## config.mk

```make
export PLATFORM = sky130hd
export DESIGN_NAME = csb_ctrl
export DESIGN_NICKNAME = d
export VERILOG_FILES = /design/src/hw/rtl/csb_pkg.sv /design/src/hw/rtl/csb_ctrl.sv
export SDC_FILE = /design/constraint.sdc
export NUM_CORES = 1
export LEC_CHECK = 0
export BUFFER_PORTS_ARGS = -buffer_cell sky130_fd_sc_hd__buf_2
export CAP_MARGIN = 15
export CORE_AREA = 4 4 41 43
export CTS_BUF_LIST = sky130_fd_sc_hd__clkbuf_16
export DETAILED_ROUTE_END_ITERATION = 7
export DIE_AREA = 0 0 45 47
export PLACE_DENSITY = 0.65
export SKIP_LAST_GASP = 1
export SLEW_MARGIN = 5
export SYNTH_ARGS = -nofsm -noshare
export SYNTH_HDL_FRONTEND = slang
export SYNTH_SLANG_ARGS = --single-unit
```

## constraint.sdc

```tcl
create_clock -name clk_i -period 2 [get_ports clk_i]
set_clock_uncertainty 0.2 [all_clocks]
set_input_delay 0.2 -clock clk_i [delete_from_list [all_inputs] [get_ports clk_i]]
set_output_delay 0.2 -clock clk_i [all_outputs]
set_load 0.02 [all_outputs]
```

## src/hw/rtl/csb_pkg.sv

```systemverilog
// ----------------------------------------------------------------------------
// csb_pkg
// Types, sizes and controller codes of the counting sort batch core.
// ----------------------------------------------------------------------------
package csb_pkg;

  localparam int MAX_ITEMS  = 64;
  localparam int KEY_BITS   = 8;
  localparam int VALUE_BITS = 16;
  localparam int NUM_BINS   = 1 << KEY_BITS;
  localparam int CNT_W      = $clog2(MAX_ITEMS + 1);
  localparam int IDX_W      = $clog2(MAX_ITEMS);

  typedef logic [KEY_BITS-1:0]   key_t;
  typedef logic [VALUE_BITS-1:0] val_t;
  typedef logic [CNT_W-1:0]      cnt_t;
  typedef logic [IDX_W-1:0]      idx_t;

  // Input transaction
  typedef struct packed {
    key_t sort_key;
    val_t payload;
    logic batch_end;
  } in_item_t;

  // Output transaction
  typedef struct packed {
    key_t sorted_key;
    val_t sorted_payload;
    logic final_result;
    logic dropped_flag;
    logic empty_batch;
  } out_item_t;

  // One stored element
  typedef struct packed {
    key_t key;
    val_t payload;
  } entry_t;

  typedef enum logic [3:0] {
    ST_LOAD,
    ST_FLUSH,
    ST_PREFIX,
    ST_PL_STORE,
    ST_PL_BIN,
    ST_PL_WR,
    ST_DR_RD,
    ST_DR_LD,
    ST_EMPTY
  } csb_state_e;

  // Controller to datapath
  typedef struct packed {
    logic load;
    logic pfx_init;
    logic pfx_step;
    logic pl_rd_store;
    logic pl_rd_bin;
    logic pl_wr;
    logic dr_rd;
    logic dr_ld;
    logic empty_ld;
    logic batch_clr;
  } csb_cmd_t;

  // Datapath to controller
  typedef struct packed {
    logic count_zero;
    logic pfx_last;
    logic pl_idx_zero;
    logic dr_last;
    logic out_free;
  } csb_sts_t;

endpackage

```

## src/hw/rtl/csb_ctrl.sv

```systemverilog
// ----------------------------------------------------------------------------
// csb_ctrl
// Phase sequencer: load, prefix sums, backward placement and drain.
// ----------------------------------------------------------------------------
module csb_ctrl import csb_pkg::*; (
  input  logic       clk_i,
  input  logic       rst_ni,
  input  logic       in_valid_i,
  input  logic       in_last_i,
  output logic       in_stall_o,
  input  csb_sts_t   sts_i,
  output csb_cmd_t   cmd_o
);

  csb_state_e state_q, state_d;

  // State register
  always_ff @(posedge clk_i or negedge rst_ni) begin
    if (!rst_ni) begin
      state_q <= ST_LOAD;
    end else begin
      state_q <= state_d;
    end
  end

  // Next state and commands
  always_comb begin
    state_d    = state_q;
    cmd_o      = '0;
    in_stall_o = 1'b1;
    case (state_q)
      ST_LOAD: begin
        in_stall_o = 1'b0;
        if (in_valid_i) begin
          cmd_o.load = 1'b1;
          if (in_last_i) begin
            state_d = ST_FLUSH;
          end
        end
      end
      ST_FLUSH: begin
        // last histogram update lands in this cycle
        cmd_o.pfx_init = 1'b1;
        if (sts_i.count_zero) begin
          state_d = ST_EMPTY;
        end else begin
          state_d = ST_PREFIX;
        end
      end
      ST_PREFIX: begin
        cmd_o.pfx_step = 1'b1;
        if (sts_i.pfx_last) begin
          state_d = ST_PL_STORE;
        end
      end
      ST_PL_STORE: begin
        cmd_o.pl_rd_store = 1'b1;
        state_d           = ST_PL_BIN;
      end
      ST_PL_BIN: begin
        cmd_o.pl_rd_bin = 1'b1;
        state_d         = ST_PL_WR;
      end
      ST_PL_WR: begin
        cmd_o.pl_wr = 1'b1;
        if (sts_i.pl_idx_zero) begin
          state_d = ST_DR_RD;
        end else begin
          state_d = ST_PL_STORE;
        end
      end
      ST_DR_RD: begin
        cmd_o.dr_rd = 1'b1;
        state_d     = ST_DR_LD;
      end
      ST_DR_LD: begin
        if (sts_i.out_free) begin
          cmd_o.dr_ld = 1'b1;
          if (sts_i.dr_last) begin
            cmd_o.batch_clr = 1'b1;
            state_d         = ST_LOAD;
          end else begin
            state_d = ST_DR_RD;
          end
        end
      end
      ST_EMPTY: begin
        if (sts_i.out_free) begin
          cmd_o.empty_ld  = 1'b1;
          cmd_o.batch_clr = 1'b1;
          state_d         = ST_LOAD;
        end
      end
      default: begin
        state_d = ST_LOAD;
      end
    endcase
  end

endmodule

```

==> run_results.csv <==
group,metric,value,unit
global_routing,grt_usage,10.9,%
worst_setup_path,path_class,"flip-flop to flip-flop",
layout,layout-drive-gt1-share,40.5,%
pwr,ir_drop,0.658,mV
worst_setup_path,required,1.91,ns
timing,rsz0062_at_grt,"false",
worst_setup_path,setup.worst_path.start_class,"flip-flop",
timing,setup_viol,0,
clock_network,clockBufferDepth,2,
status,outcome,"completed",
clock_network,tritoncts,"built",
clock_network,clk_pin_slew,0.03,ns
hold_path,hold_path_class,"input pin to flip-flop",
logic_synthesis,netlist_area,402,µm²
layout,stdcell_count,89,
worst_setup_path,r2r-start,"state_q[0]",
layout,syn_to_final_growth,50.5,%
timing,max_freq,0.554,GHz
placement,post-place-ws,0.185,ns
layout,reg_top3,"state_q: 4 flops",
hold_path,min_from,"sts_i[0]",
logic_synthesis,synth_cell_types,21,
clock_network,cts_htree_levels,1,
logic_synthesis,synth_seq_area_share,24.9,%
global_routing,grt_pass1_vias,417,
detailed_routing,post-route-drc-count,0,
placement,routabilityCongestion,0.778,
die,dieWidth,45,µm
global_routing,grt_most_used_layer,"met2",
die,die_area,2120,µm²
placement,place_inst,85,
placement,io_buffers,19,
detailed_routing,drt_iter0_markers,8,
pwr,p_leak,0.300,nW
worst_setup_path,critical_path_arrival,1.71,ns
logic_synthesis,syn_nets,60,
die,std_cell_rows,13,
layout,regMostFlops,"state_q",
die,initial_core_util,30.9,%
global_routing,grt_first_pass_wirelength,1.63,mm
global_routing,grt_max_degree,12,
pwr,p_total,1.04,mW
timing,slew-limit-headroom,81.4,%
layout,largest_reg_flops,4,
logic_synthesis,ys_ff_latch,4,
detailed_routing,first_pass_iters,2,
detailed_routing,vias_per_cell,4.85,
global_routing,grtUsageMet2,19.5,%
timing,drv_slew,0,
global_routing,antenna_found_initial,0,
timing,final_hold_viol_count,0,
detailed_routing,wl_per_cell,11.2,µm
clock_network,cts_setup_buffers,0,
timing,timing.final.ws_setup,0.194,ns
logic_synthesis,synth_area_per_cell,7.88,µm²
timing,min_period_over_period,90.3,%
flow_run,drv_cap,0,
die,die_h,47,µm
global_routing,overflow,0,
clock_network,clock_latency,0.22,ns
worst_setup_path,crit_path_end_kind,"flip-flop",
logic_synthesis,syn_inst,51,
timing,tns,0,ns
layout,final_nets,85,
clock_network,hold_buffers,1,
worst_setup_path,cp-startpoint,"state_q[0]",
logic_synthesis,synth_warnings,0,
worst_setup_path,crit_path_max_fanout,5,
detailed_routing,vias,432,
detailed_routing,drt-total-wl,998,µm
global_routing,met1_usage,11.0,%
die,core-area,1300,µm²
pwr,power_density,1720,nW/µm²
timing,worst_pin_slew,0.277,ns
layout,n_antenna_cell,0,
global_routing,use_met3,1.15,%
die,io_pins,20,
placement,dp_hpwl,832,µm
timing,period_minus_slack,1.81,ns
clock_network,cts_buffers,3,
clock_network,post_cts_resized,0,
clock_network,cts-root-buf,"clkbuf_16",
detailed_routing,drtAntennaViolNets,0,
clock_network,clock_sinks,4,
-- power by group --
part	switching (mW)	leakage [nW]	internal, mW
registers	0.0636	0.0509	0.118
logic	0.303	0.212	0.245
clock network	0.0566	0.0370	0.255
-- per-stage QoR --
step | utilization [%] | area [µm²] | hold slack, ns
final | 46.4 | 604 | 0.0813
after CTS | 46.4 | 604 | 0.0748
after floorplan | - | 402 | -0.296
after detailed placement | 39.9 | 519 | -0.191
after global routing | 46.4 | 604 | 0.0963
after global placement | 39.9 | 519 | -0.196
-- final timing paths --
check,end,slack (ns),cells after the start
max,state_q[1],0.19,4
min,state_q[0],0.08,2
max reg2reg,state_q[1],0.19,4
min reg2reg,state_q[0],0.55,2
max in group asynchronous,state_q[0],1.38,2
min in group asynchronous,state_q[2],0.10,2
-- layer usage --
metal / vias to the layer above / share of wire [%]
li1: 228 / -
met1: 187 / 42
met2: 15 / 49
met3: 2 / 7.0
met4: 0 / 2.1
met5: - / 0
-- logic make-up after synthesis --
logic type,after synthesis,share of synthesized area (%)
simple gates,27,42.7
mux,1,3.74
buf+inv,9,11.2
compound gates,10,17.4
flops,4,24.9
-- cells in the final DEF (no fill, tap or decap) --
cell type      count
inv_1              5
mux2_4             1
dlygate4sd3_1      1
and2_1             3
nor2b_1            2
o32ai_1            2
nor4_2             1
nor2_1             3
o211ai_2           1
nor4b_4            1
nand2_1            4
buf_2             19
nand4_1            1
and4b_1            1
a221oi_1           1
a21oi_1            5
or4_1              1
dfrtp_1            4
a31oi_1            1
buf_4              4
clkbuf_16          3
nor3_1             7
nand2b_1           3
-- cells in the mapped netlist, drive strengths merged --
master	instances	share of area [%]
a21oi	5	6.2
a221oi	1	2.2
a31oi	1	1.6
and2	3	4.7
and4b	1	2.5
buf	4	6.5
dfrtp	4	25
inv	5	4.7
mux2	1	3.7
nand2	4	3.7
nand2b	3	4.7
nand4	1	1.6
nor2	3	2.8
nor2b	2	3.1
nor3	7	8.7
nor4	1	3.1
nor4b	1	5.9
o211ai	1	3.1
o32ai	2	4.4
or4	1	1.9
-- critical path, stage by stage (launching register included) --
cell      delay [ns]
dfrtp_1         0.43
nand2b_1        0.20
or4_1           0.42
o211ai_2        0.11
mux2_4          0.32
-- cell type report --
| type | instances | area [µm²] |
|---|---|---|
| multi-input combinational | 38 | 256 |
| sequential | 4 | 100 |
| tap | 15 | 18.8 |
| timing repair buffer | 24 | 135 |
| inverter | 5 | 18.8 |
| fill | 133 | 697 |
| clock buffer | 3 | 75.1 |
Power figures use the tool's default switching activity.
